File: src/design/qap_cost_and_swap_delta_macros.svh
// Assertion macros used by the QAP command sequencer
`ifndef QAP_COST_AND_SWAP_DELTA_MACROS_SVH
`define QAP_COST_AND_SWAP_DELTA_MACROS_SVH
`ifndef NO_ASSERTIONS
// same-cycle implication, checked on every rising edge outside reset
`define QAP_ASSERT_IMP(lbl, ante, cons) \
  lbl: assert property (@(posedge clk) disable iff (rst) (ante) |-> (cons)) \
    else $error("qap assertion failed");
// next-cycle implication
`define QAP_ASSERT_NXT(lbl, ante, cons) \
  lbl: assert property (@(posedge clk) disable iff (rst) (ante) |=> (cons)) \
    else $error("qap assertion failed");
`else
`define QAP_ASSERT_IMP(lbl, ante, cons)
`define QAP_ASSERT_NXT(lbl, ante, cons)
`endif
`endif

File: src/design/qap_pkg.sv
// Shared types, widths and command codes of the QAP evaluation engine
package qap_pkg;

  localparam int DEF_MAX_N      = 128;
  localparam int DEF_ENTRY_BITS = 16;

  localparam int CMD_W    = 3;
  localparam int POS_W    = 7;
  localparam int VALUE_W  = 16;
  localparam int RESULT_W = 48;
  localparam int PSIZE_W  = 8;

  typedef enum logic [CMD_W-1:0] {
    CMD_WR_FLOW   = 3'd0,
    CMD_WR_DIST   = 3'd1,
    CMD_WR_ASSIGN = 3'd2,
    CMD_COST      = 3'd3,
    CMD_DELTA     = 3'd4,
    CMD_SWAP      = 3'd5
  } cmd_t;

  typedef struct packed {
    logic [CMD_W-1:0]   cmd;
    logic [POS_W-1:0]   row;
    logic [POS_W-1:0]   col;
    logic [VALUE_W-1:0] value;
  } in_item_t;

  typedef struct packed {
    logic signed [RESULT_W-1:0] result;
    logic                       status;
  } out_item_t;

  // controller -> datapath commands
  typedef struct packed {
    logic load;   // item accepted: latch operands, clear result
    logic rd_rs;  // read assignment at r and s
    logic cap_p;  // capture p[r], p[s]
    logic issue;  // issue one walk step into the MAC pipeline
    logic wr_r;   // write p[r] <= old p[s]
    logic wr_s;   // write p[s] <= old p[r]
  } ctl_t;

  // datapath -> controller status
  typedef struct packed {
    logic imm_err;    // index error of the item at the input
    logic walk_last;  // current walk step is the last one
    logic pipe_busy;  // MAC pipeline holds steps
    logic n_zero;     // size in use is zero
  } dp_status_t;

endpackage

File: src/design/qap_ctrl.sv
// Command sequencer of the QAP evaluation engine
`include "qap_cost_and_swap_delta_macros.svh"

module qap_ctrl (
  input  logic                        clk,
  input  logic                        rst,
  input  logic                        cmd_valid,
  input  logic [qap_pkg::CMD_W-1:0]   code,
  input  logic                        out_free,
  input  qap_pkg::dp_status_t         status,
  output logic                        cmd_stall,
  output logic                        emit,
  output qap_pkg::ctl_t               ctl
);

  typedef enum logic [3:0] {
    S_IDLE,
    S_WALK,
    S_DRAIN,
    S_D_RD,
    S_D_CAP,
    S_SW_RD,
    S_SW_CAP,
    S_SW_WR_R,
    S_SW_WR_S,
    S_FINISH
  } state_t;

  state_t state;
  state_t state_next;
  logic   open;
  logic   accept;

  // an item can enter when idle, or when the pending result leaves this cycle
  assign open      = (state == S_IDLE) || ((state == S_FINISH) && out_free);
  assign cmd_stall = !open;
  assign accept    = cmd_valid && open;
  assign emit      = (state == S_FINISH) && out_free;

  // next state and commands
  always_comb begin
    state_next = state;
    ctl        = '0;
    ctl.load   = accept;
    case (state)
      S_WALK: begin
        ctl.issue = 1'b1;
        if (status.walk_last) begin
          state_next = S_DRAIN;
        end
      end
      S_DRAIN: begin
        if (!status.pipe_busy) begin
          state_next = S_FINISH;
        end
      end
      S_D_RD: begin
        ctl.rd_rs  = 1'b1;
        state_next = S_D_CAP;
      end
      S_D_CAP: begin
        ctl.cap_p  = 1'b1;
        state_next = S_WALK;
      end
      S_SW_RD: begin
        ctl.rd_rs  = 1'b1;
        state_next = S_SW_CAP;
      end
      S_SW_CAP: begin
        ctl.cap_p  = 1'b1;
        state_next = S_SW_WR_R;
      end
      S_SW_WR_R: begin
        ctl.wr_r   = 1'b1;
        state_next = S_SW_WR_S;
      end
      S_SW_WR_S: begin
        ctl.wr_s   = 1'b1;
        state_next = S_FINISH;
      end
      S_FINISH: begin
        if (out_free) begin
          state_next = S_IDLE;
        end
      end
      default: begin
        state_next = state;
      end
    endcase

    // branch on the accepted command
    if (accept) begin
      case (code)
        qap_pkg::CMD_COST: begin
          state_next = status.n_zero ? S_FINISH : S_WALK;
        end
        qap_pkg::CMD_DELTA: begin
          state_next = status.imm_err ? S_FINISH : S_D_RD;
        end
        qap_pkg::CMD_SWAP: begin
          state_next = status.imm_err ? S_FINISH : S_SW_RD;
        end
        default: begin
          state_next = S_FINISH;
        end
      endcase
    end
  end

  always_ff @(posedge clk) begin
    if (rst) begin
      state <= S_IDLE;
    end else begin
      state <= state_next;
    end
  end

  `QAP_ASSERT_IMP(a_idle_pipe_empty, state == S_IDLE, !status.pipe_busy)
  `QAP_ASSERT_IMP(a_emit_drained, emit, !status.pipe_busy)
  `QAP_ASSERT_NXT(a_swap_write_pair, ctl.wr_r, ctl.wr_s)
  `QAP_ASSERT_NXT(a_issue_fills_pipe, ctl.issue, status.pipe_busy)

endmodule

File: config.mk
export PLATFORM = sky130hd
export DESIGN_NAME = qap_ctrl
export DESIGN_NICKNAME = d
export VERILOG_FILES = /design/src/design/qap_pkg.sv /design/src/design/qap_ctrl.sv
export VERILOG_INCLUDE_DIRS = /design/src /design/src/design
export SDC_FILE = /design/constraint.sdc
export NUM_CORES = 1
export LEC_CHECK = 0
export ABC_CLOCK_PERIOD_IN_PS = 1700
export BUFFER_PORTS_ARGS = -buffer_cell sky130_fd_sc_hd__clkbuf_2
export CAP_MARGIN = 20
export CELL_PAD_IN_SITES_DETAIL_PLACEMENT = 0
export CELL_PAD_IN_SITES_GLOBAL_PLACEMENT = 1
export CORE_MARGIN = 5
export CORE_UTILIZATION = 31
export CTS_CLUSTER_DIAMETER = 40
export CTS_CLUSTER_SIZE = 28
export DETAILED_ROUTE_END_ITERATION = 16
export GPL_TIMING_DRIVEN = 1
export PLACE_DENSITY = 0.85
export SYNTH_ARGS = -nofsm -noshare
export SYNTH_HDL_FRONTEND = slang
export SYNTH_SLANG_ARGS = --single-unit
File: constraint.sdc
create_clock -name clk -period 1.7 [get_ports clk]
set_input_delay 0.17 -clock clk [delete_from_list [all_inputs] [get_ports clk]]
set_output_delay 0.17 -clock clk [all_outputs]
set_load 0.1 [all_outputs]
==> results by group, run 1 <==
Run status
  – Outcome: complete, no violations

Yosys
  – Number of storage elements in the synthesis netlist: 4
  – Number of nets produced by synthesis: 68
  – Prevailing post-synth register cell: dfxtp_1
  – Warnings from Yosys: 0
  – Portion of synthesized cell area occupied by the leading cell type: 17.6%
  – Seq/Total Area, Yosys: 17.6%
  – Synth top area cells: dfxtp_1, nor2_1, o211ai_4
  – EDFF count, synth: 0
  – Yosys cell types: 34
  – Average cell area after synthesis: 7.97 um2
  – Async set-reset flop share out of synthesis: 0%
  – Cell count after synthesis: 57
  – Mapped cell area: 454 um2
  – Post-synthesis cell type with the largest combined area: dfxtp_1

Pwr
  – Combinational Power Share: 74.6%
  – Peak supply drop: 0.00107 V
  – PnR Total Power: 1.40 mW
  – Total power per unit cell area: 1950 nW/um2
  – Clock network power share: 8.6%
  – Leakage: 0.276 nW
  – Portion of total power attributed to sequential cells: 16.8%
  – P_sw: 0.790 mW
  – Int Power: 0.613 mW
  – Switching share of total power: 56.3%

STA
  – Final Cycle Share: 91.8%
  – RSZ-0062 raised after global routing: false
  – Worst Max-Slew Pin Slew: 367 ps
  – Number of slew-limit violations in the final report: 0
  – Minimum clock period: 1560 ps
  – Final hold viol count: 0
  – Fmax: 640 MHz
  – Setup violation total in the final timing report: 0
  – Max Clock Skew: 3.77 ps
  – Slew headroom: 75.4%

Setup path
  – Endpoint of the most critical setup path: ctl[5]
  – Maximum fanout along the worst path: 15
  – Kind of end point of the critical path: output pin
  – Worst setup path startpoint: state[3]$_SDFFE_PP0P_
  – Setup slack of the worst register-to-register path: 210 ps
  – Longest individual stage delay on the worst path: 390 ps
  – Worst-path cell chain: and3_2 > o211ai_4 > inv_2 > buf_12
  – Worst reg2reg path endpoint: state[3]$_SDFFE_PP0P_
  – WP buf/inv: 2
  – Crit-path leading delay family: flip-flops
  – Total stage count of the critical path: 4
  – RR Startpoint: state[1]$_SDFFE_PP0P_
  – Critical path arrival: 1390 ps
  – Type of the worst setup path: reg -> out
  – Worst-path cell with the longest stage delay: dfxtp_4
  – R2R depth: 4
  – Worst setup SP type: register
  – WP data required: 1530 ps

GRT
  – Number of antenna violations at the first check in global routing: 0
  – Remaining Overflow, GRT: 0
  – Total global-route track usage: 13.2%
  – Wire length of the first global-routing pass: 2110 um
  – Maximum number of pins on one net before global-route repair: 16
  – Via count of the first global-routing pass: 476

Clock network
  – Number of buffers on the longest clock path: 2
  – Post-CTS Hold Buffers: 0
  – Clk Latency, worst-skew pair: 240 ps
  – Clock tree from TritonCTS: done
  – Master cell of the clock root buffer: clkbuf_4
  – CTS Sinks: 4
  – Inserted Clock Buffers: 3
  – Total number of H-tree levels: 1
  – Clock Pin Slew Worst Setup and Hold Paths: 40 ps

Route
  – Total routed wirelength: 1210 um
  – Mean routed wirelength per cell: 13.4 um
  – Count of vias placed by the detailed router: 500
  – Post-DR vias/cell: 5.56
  – DRT antenna net count: 0
  – Final routed DRC violation total: 0
  – Count of routing violations after the opening detailed-route iteration: 10
  – Router iterations before antenna repair: 4

Die
  – Die boundary height: 48.3 um
  – Core Rows: 13
  – Die Wd: 48.3 um
  – Starting Density: 33.6%
  – Placeable core region: 1350 um2
  – Die area: 2330 um2
  – Ports placed on the boundary: 19

Final layout
  – Ant. Diodes: 0
  – Most common cell after layout, fill and taps aside: clkbuf_2
  – Regs by FF count: state: 4 flops
  – Register bank with the most flops: state
  – Number of flip-flops in the largest register: 4
  – Final Net Count: 88
  – Leading cell types in the layout, fill and taps excluded: clkbuf_2, buf_12, nor2_2, nor2_1, o21ai_0
  – Ratio of cells with drive above 1 in the final layout: 52.0%
  – Relative area change from synthesis to final layout: 58.4%
  – Final Cell Area: 719 um2

Place
  – Final RePlAce weighted congestion: 0.717
  – Half-perimeter wire length of the detailed placement result: 949 um
  – Port Buffer Count: 18
  – Post-detailed-placement cell area: 689 um2

Hold path
  – Type of the tightest min-delay check: in -> reg

Flow run
  – Max-cap violation count: 0
## metrics by stage
stage / hold WS [ps] / worst slack (ps) / TNS [ps] / util, % / instances
6_report: 143 / 139 / 0 / 53.3 / 90
5_1_grt: 152 / 57.3 / 0 / 53.3 / 90
4_1_cts: 142 / 43.0 / 0 / 52.7 / 90
3_5_place_dp: 393 / 228 / 0 / 51.1 / 87
3_3_place_gp: 384 / 260 / 0 / 51.1 / 87
2_1_floorplan: 239 / -200 / -224 / - / 57
## layout make-up
type / instances / area (um2)
well taps: 15 / 18.8
inverters: 2 / 7.51
multi-input cells: 46 / 358
flip-flops and latches: 4 / 87.6
repair buffers: 20 / 225
fillers: 138 / 631
clock buffers: 3 / 22.5
## synth_stat cells, types with 2 or more instances
cell      count
nor2_1        9
dfxtp_1       4
o21ai_0       4
a311oi_1      2
a31oi_1       2
buf_2         2
buf_4         2
nand2_1       2
nand2b_1      2
nor3_1        2
or3_1         2
xnor2_1       2
## how the worst min path moves through the flow
stage | slack [ps] | cells after the start | endpoint | from
floorplan | 240 | 1 | state[1]$_SDFFE_PP0P_ | rst
global placement | 380 | 2 | state[2]$_SDFFE_PP0P_ | rst
detailed placement | 390 | 2 | state[1]$_SDFFE_PP0P_ | rst
CTS | 140 | 2 | state[2]$_SDFFE_PP0P_ | rst
global route | 150 | 2 | state[2]$_SDFFE_PP0P_ | rst
finish | 140 | 2 | state[2]$_SDFFE_PP0P_ | rst
## power groups by stage
stage	Combinational [mW]	Clock (mW)	Sequential (mW)
finish	1.05	0.121	0.236
global route	1.10	0.131	0.251
CTS	1.05	0.123	0.226
detailed placement	1.05	0	0.228
global placement	1.04	0	0.223
floorplan	0.838	0	0.158
## cell families after synthesis
logic type             after synthesis  synth area share [%]
AO/OA/AOI/OAI                       16                  30.0
AND/OR/NAND/NOR                     28                  38.8
flip-flops                           4                  17.6
buffers and inverters                7                  9.64
XOR/XNOR                             2                  3.86
## timing repair
item,4_1_cts,5_1_grt
resized for setup,0,3
buffers inserted,0,0
endpoints found under the setup margin,0,2
## routing by layer
metal / track usage (%) / up-vias / share of wire, %
li1: - / 248 / -
met1: 15.4 / 229 / 44
met2: 20.8 / 21 / 46
met3: 5.17 / 2 / 8.9
met4: 6.45 / 0 / 1.6
met5: 0 / - / 0
No activity file was read; power rests on OpenSTA's default activity.
==> inputs of run 2 (changes only) <==
- PLACE_DENSITY: 0.85 -> not set
- PLACE_DENSITY_LB_ADDON: not set -> 0.08
- SLEW_MARGIN: not set -> 20
==> run 2 against run 1 <==
- register-to-register slack better by 80 ps
- sequential power about the same
- first-iteration DRC count down 40%
- wire length down 9.8%
- clock skew down 2.6 ps
- critical endpoint unchanged
==> results by group, run 2 (synthesized netlist as in run 1, its figures left out) <==
Route
  – Final routed DRC violation total: 0 (unchanged)
  – Count of routing violations after the opening detailed-route iteration: 6 (-4)
  – DRT antenna net count: 0 (unchanged)
  – Count of vias placed by the detailed router: 456 (-8.8%)
  – Post-DR vias/cell: 5.07 (-8.8%)
  – Mean routed wirelength per cell: 12.1 um (-9.8%)
  – Total routed wirelength: 1090 um (-9.8%)
  – Router iterations before antenna repair: 4 (unchanged)

Clock network
  – Post-CTS Hold Buffers: 0 (unchanged)
  – Master cell of the clock root buffer: clkbuf_4
  – Clk Latency, worst-skew pair: 230 ps (about the same)
  – Inserted Clock Buffers: 3 (unchanged)
  – Clock Pin Slew Worst Setup and Hold Paths: 40 ps (about the same)
  – Total number of H-tree levels: 1 (unchanged)
  – Clock tree from TritonCTS: done
  – CTS Sinks: 4 (unchanged)
  – Number of buffers on the longest clock path: 2 (unchanged)

GRT
  – Number of antenna violations at the first check in global routing: 0 (unchanged)
  – Maximum number of pins on one net before global-route repair: 16 (unchanged)
  – Total global-route track usage: 12.2% (-1.0 points)
  – Via count of the first global-routing pass: 429 (-9.9%)
  – Wire length of the first global-routing pass: 1910 um (-9.5%)
  – Remaining Overflow, GRT: 0 (unchanged)

Setup path
  – Maximum fanout along the worst path: 15 (unchanged)
  – WP data required: 1530 ps (about the same)
  – Worst setup SP type: register
  – Kind of end point of the critical path: output pin
  – Type of the worst setup path: reg -> out
  – Critical path arrival: 1380 ps (about the same)

STA
  – Worst Max-Slew Pin Slew: 367 ps (+0.755 ps)
  – Final Cycle Share: 91.0% (-0.86 points)
  – Fmax: 647 MHz (+0.95%)
  – Final hold viol count: 0 (unchanged)
  – Final TNS setup: 0 ps (unchanged)
  – Slew headroom: 75.4% (about the same)
  – Setup violation total in the final timing report: 0 (unchanged)
  – Number of slew-limit violations in the final report: 0 (unchanged)
  – RSZ-0062 raised after global routing: false
  – Minimum clock period: 1550 ps (-14.7 ps)
  – Max Clock Skew: 1.13 ps (-2.64 ps)

Place
  – Final RePlAce weighted congestion: 0.709 (-1.1%)
  – Port Buffer Count: 18 (unchanged)
  – Half-perimeter wire length of the detailed placement result: 881 um (-7.2%)
  – Placed Cells: 87 (unchanged)

Final layout
  – Final Net Count: 88 (unchanged)
  – Relative area change from synthesis to final layout: 58.4% (unchanged)
  – Number of standard cells in the layout, taps in and fillers out: 90 (unchanged)
  – Regs by FF count: state: 4 flops
  – Ant. Diodes: 0 (unchanged)
  – Number of flip-flops in the largest register: 4 (unchanged)
  – FILL cells: 121 (-12%)
  – Most common cell after layout, fill and taps aside: clkbuf_2
  – Final core utilization: 53.3% (unchanged)
  – Leading cell types in the layout, fill and taps excluded: clkbuf_2, buf_12, nor2_2, nor2_1, o21ai_0
  – Ratio of cells with drive above 1 in the final layout: 52.0% (unchanged)
  – Register bank with the most flops: state

Hold path
  – Type of the tightest min-delay check: in -> reg

Die
  – Die Wd: 48.3 um (unchanged)
  – Starting Density: 33.6% (unchanged)
  – Placeable core region: 1350 um2 (unchanged)
  – Die area: 2330 um2 (unchanged)
  – Ports placed on the boundary: 19 (unchanged)
  – Core Rows: 13 (unchanged)
  – Die boundary height: 48.3 um (unchanged)

Run status
  – Outcome: complete, no violations

Pwr
  – Leakage: 0.276 nW (unchanged)
  – PnR Total Power: 1.39 mW (-0.70%)
  – Peak supply drop: 0.00109 V (+1.6%)
  – Total power per unit cell area: 1940 nW/um2 (-0.70%)

Flow run
  – Max-cap violation count: 0 (unchanged)
==> run 2: cell counts in the layout (fill, tap and decap cells not counted) <==
No cell type changed its count.
==> run 2: critical path, stage by stage (launching register included) <==
cell,delay [ps]
dfxtp_4,390
and3_2,250
o211ai_4,230
inv_2,100
buf_12,170
==> run 2: metal layers <==
metal / track usage, % / vias to the layer above / wire length [um]
met5: 0 / - / 0
li1: - / 245 / -
met4: 6.45 / 0 / 10
met3: 4.43 / 2 / 70
met2: 15.6 / 15 / 485
met1: 17.3 / 194 / 521
==> run 2: path summary, 6_finish.rpt <==
path,depth (start not counted),slack (ps),to,start
worst min register to register,2,620,state[1]$_SDFFE_PP0P_,state[1]$_SDFFE_PP0P_
worst min-delay path,2,150,state[2]$_SDFFE_PP0P_,rst
worst max-delay path,4,150,ctl[5],state[3]$_SDFFE_PP0P_
worst max register to register,5,290,state[0]$_SDFFE_PP0P_,state[3]$_SDFFE_PP0P_
==> run 2: layout make-up <==
| type | instances | area, um2 | area share [%] |
|---|---|---|---|
| clock buffers | 3 | 22.5 | 3.13 |
| flip-flops and latches | 4 | 87.6 | 12.2 |
| multi-input cells | 46 | 358 | 49.7 |
| inverters | 2 | 7.51 | 1.04 |
| repair buffers | 20 | 225 | 31.3 |
| well taps | 15 | 18.8 | 2.61 |
==> run 2: through the flow <==
step | cell area [um2] | hold WS [ps] | worst slack (ps)
final | 719 | 146 | 153
after global routing | 719 | 159 | 61.8
after CTS | 712 | 144 | 51.0
after detailed placement | 689 | 390 | 264
after global placement | 689 | 384 | 247
after floorplan | 492 | 239 | -200
==> run 2: repair_timing <==
| action | 4_1_cts | 5_1_grt |
|---|---|---|
| resized for setup | 0 | 3 |
| endpoints found under the setup margin | 0 | 1 |
| setup buffers | 0 | 0 |
==> run 2: power by group <==
group	switching, mW	leakage, nW	internal, mW
combinational	0.643	0.228	0.398
sequential	0.101	0.0340	0.136
clock	0.0374	0.0138	0.0789
total	0.780	0.276	0.613
==> inputs of run 3 (changes only) <==
- CELL_PAD_IN_SITES_DETAIL_PLACEMENT: 0 -> 1
- TNS_END_PERCENT: not set -> 5
==> run 3 against run 2 <==
- maximum frequency is 5.4% lower
- combinational power is 9.6% higher
- cell area is 2.1% higher
- sequential share of layout area down 0.76 points
- clock-buffer cell count unchanged
- non-clock buffer count up 2
- clock power is 10% higher
- via count grew 14%
- global-route usage grew 2.4 points
- register-to-register slack worse by 120 ps
- worst hold slack got worse by 24 ps
- flip-flop and latch count unchanged
==> results by group, run 3 (synthesized netlist as in run 1, its figures left out) <==
Run status
  – Outcome: complete, no violations

Route
  – DRT antenna net count: 0 (unchanged)
  – Total routed wirelength: 1520 um (+40%)
  – Mean routed wirelength per cell: 16.5 um (+37%)
  – Post-DR vias/cell: 5.63 (+11%)
  – Count of vias placed by the detailed router: 518 (+14%)
  – Final routed DRC violation total: 0 (unchanged)
  – Router iterations before antenna repair: 3 (-1)
  – Count of routing violations after the opening detailed-route iteration: 2 (-4)

GRT
  – Wire length of the first global-routing pass: 2260 um (+18%)
  – Number of antenna violations at the first check in global routing: 0 (unchanged)
  – Via count of the first global-routing pass: 543 (+27%)
  – Remaining Overflow, GRT: 0 (unchanged)
  – Maximum number of pins on one net before global-route repair: 11 (-5)
  – Total global-route track usage: 14.6% (+2.4 points)

STA
  – Post-layout worst setup margin: 64.4 ps (-88.9 ps)
  – Final Cycle Share: 96.2% (+5.2 points)
  – Setup violation total in the final timing report: 0 (unchanged)
  – Number of slew-limit violations in the final report: 0 (unchanged)
  – Final TNS setup: 0 ps (unchanged)
  – Fmax: 611 MHz (-5.4%)
  – Max Clock Skew: 5.97 ps (+4.84 ps)
  – Slew headroom: 72.1% (-3.2 points)
  – Minimum hold slack: 122 ps (-23.8 ps)
  – Worst Max-Slew Pin Slew: 415 ps (+48.0 ps)
  – Minimum clock period: 1640 ps (+88.9 ps)
  – Final hold viol count: 0 (unchanged)

Final layout
  – Number of standard cells in the layout, taps in and fillers out: 92 (+2.2%)
  – Register bank with the most flops: state
  – Leading cell types in the layout, fill and taps excluded: clkbuf_2, buf_12, nor2_1, o21ai_0, buf_4
  – Final Cell Area: 734 um2 (+2.1%)
  – Number of flip-flops in the largest register: 4 (unchanged)
  – Regs by FF count: state: 4 flops
  – Final core utilization: 54.4% (+1.1 points)
  – Final Net Count: 90 (+2.3%)
  – Most common cell after layout, fill and taps aside: clkbuf_2
  – Relative area change from synthesis to final layout: 61.7%
  – Ratio of cells with drive above 1 in the final layout: 53.2% (+1.2 points)
  – Ant. Diodes: 0 (unchanged)

Place
  – Port Buffer Count: 18 (unchanged)
  – Pre-CTS setup slack: 215 ps (-49.1 ps)
  – Placed Cells: 89 (+2.3%)
  – Post-detailed-placement cell area: 694 um2 (+0.73%)
  – Half-perimeter wire length of the detailed placement result: 1080 um (+23%)
  – Final RePlAce weighted congestion: 0.785 (+11%)

Die
  – Starting Density: 33.6% (unchanged)
  – Die Wd: 48.3 um (unchanged)
  – Ports placed on the boundary: 19 (unchanged)
  – Die boundary height: 48.3 um (unchanged)
  – Core Rows: 13 (unchanged)
  – Placeable core region: 1350 um2 (unchanged)
  – Die area: 2330 um2 (unchanged)

Pwr
  – Leakage: 0.282 nW (+2.3%)
  – Peak supply drop: 0.00103 V (-5.1%)
  – PnR Total Power: 1.47 mW (+5.6%)
  – Total power per unit cell area: 2000 nW/um2 (+3.5%)

Flow run
  – Max-cap violation count: 0 (unchanged)

Clock network
  – Post-CTS Hold Buffers: 0 (unchanged)
  – Clk Latency, worst-skew pair: 250 ps (+20 ps)
  – Number of buffers on the longest clock path: 2 (unchanged)
  – Clock Pin Slew Worst Setup and Hold Paths: 40 ps (about the same)
  – Master cell of the clock root buffer: clkbuf_4
  – Clock tree from TritonCTS: done
  – Inserted Clock Buffers: 3 (unchanged)
  – CTS Sinks: 4 (unchanged)
  – Total number of H-tree levels: 1 (unchanged)

Setup path
  – R2R depth: 4 (-1)
  – Critical path arrival: 1470 ps (+90 ps)
  – WP data required: 1530 ps (about the same)
  – Type of the worst setup path: reg -> out
  – Longest individual stage delay on the worst path: 360 ps (-30 ps)
  – Total stage count of the critical path: 4 (unchanged)
  – Worst-path cell with the longest stage delay: dfxtp_2
  – Maximum fanout along the worst path: 10 (-5)
  – Worst-path cell chain: buf_4 > nand2b_2 > nor3_4 > buf_12
  – Crit-path leading delay family: simple AND/OR/NAND/NOR gates
  – WP buf/inv: 2 (unchanged)
  – Kind of end point of the critical path: output pin
  – Worst setup SP type: register

Hold path
  – Type of the tightest min-delay check: in -> reg
  – Number of cells on the worst hold path: 2 (unchanged)
==> run 3: cell count changes in the layout (fill, tap and decap cells not counted) <==
cell and change:
nor2_2 -2, nand2b_1 -1, nor3_2 -1, nand2b_2 +1
nor3_4 +1, dfxtp_4 -2, dfxtp_1 -1, nor2_1 +2
buf_4 +2, dfxtp_2 +3
==> run 3: path summary, 6_finish.rpt <==
| kind | start | end | slack, ps |
|---|---|---|---|
| setup reg to reg | state[1]$_SDFFE_PP0P_ | state[0]$_SDFFE_PP0P_ | 170 |
| hold / removal | rst | state[2]$_SDFFE_PP0P_ | 120 |
| setup / recovery | state[3]$_SDFFE_PP0P_ | ctl[2] | 60 |
| hold reg to reg | state[0]$_SDFFE_PP0P_ | state[0]$_SDFFE_PP0P_ | 640 |
==> run 3: cell type report <==
type                            count  area [um2]
Clock buffer                        3        22.5
Fill cell                         164         616
Inverter                            2        7.51
Multi-Input combinational cell     46         362
Sequential cell                     4        83.8
Tap cell                           15        18.8
Timing Repair Buffer               22         240
==> run 3: report_power, final <==
| group | internal (mW) | switching (mW) |
|---|---|---|
| combinational | 0.434 | 0.708 |
| sequential | 0.128 | 0.0741 |
| clock | 0.0796 | 0.0488 |
| total | 0.641 | 0.831 |
==> run 3: repair_timing <==
| action | 4_1_cts | 5_1_grt |
|---|---|---|
| buffers inserted | 0 | 0 |
| gates resized for setup | 0 | 7 |
| endpoints found under the hold margin | 0 | 0 |
| setup endpoints to repair | 0 | 5 |
==> run 3: layer usage <==
| layer | part of all wire (%) | GRT usage (%) |
|---|---|---|
| met5 | 0 | 0 |
| met3 | 4.9 | 1.85 |
| met1 | 39 | 15.8 |
| met4 | 3.9 | 14.5 |
| met2 | 52 | 23.7 |
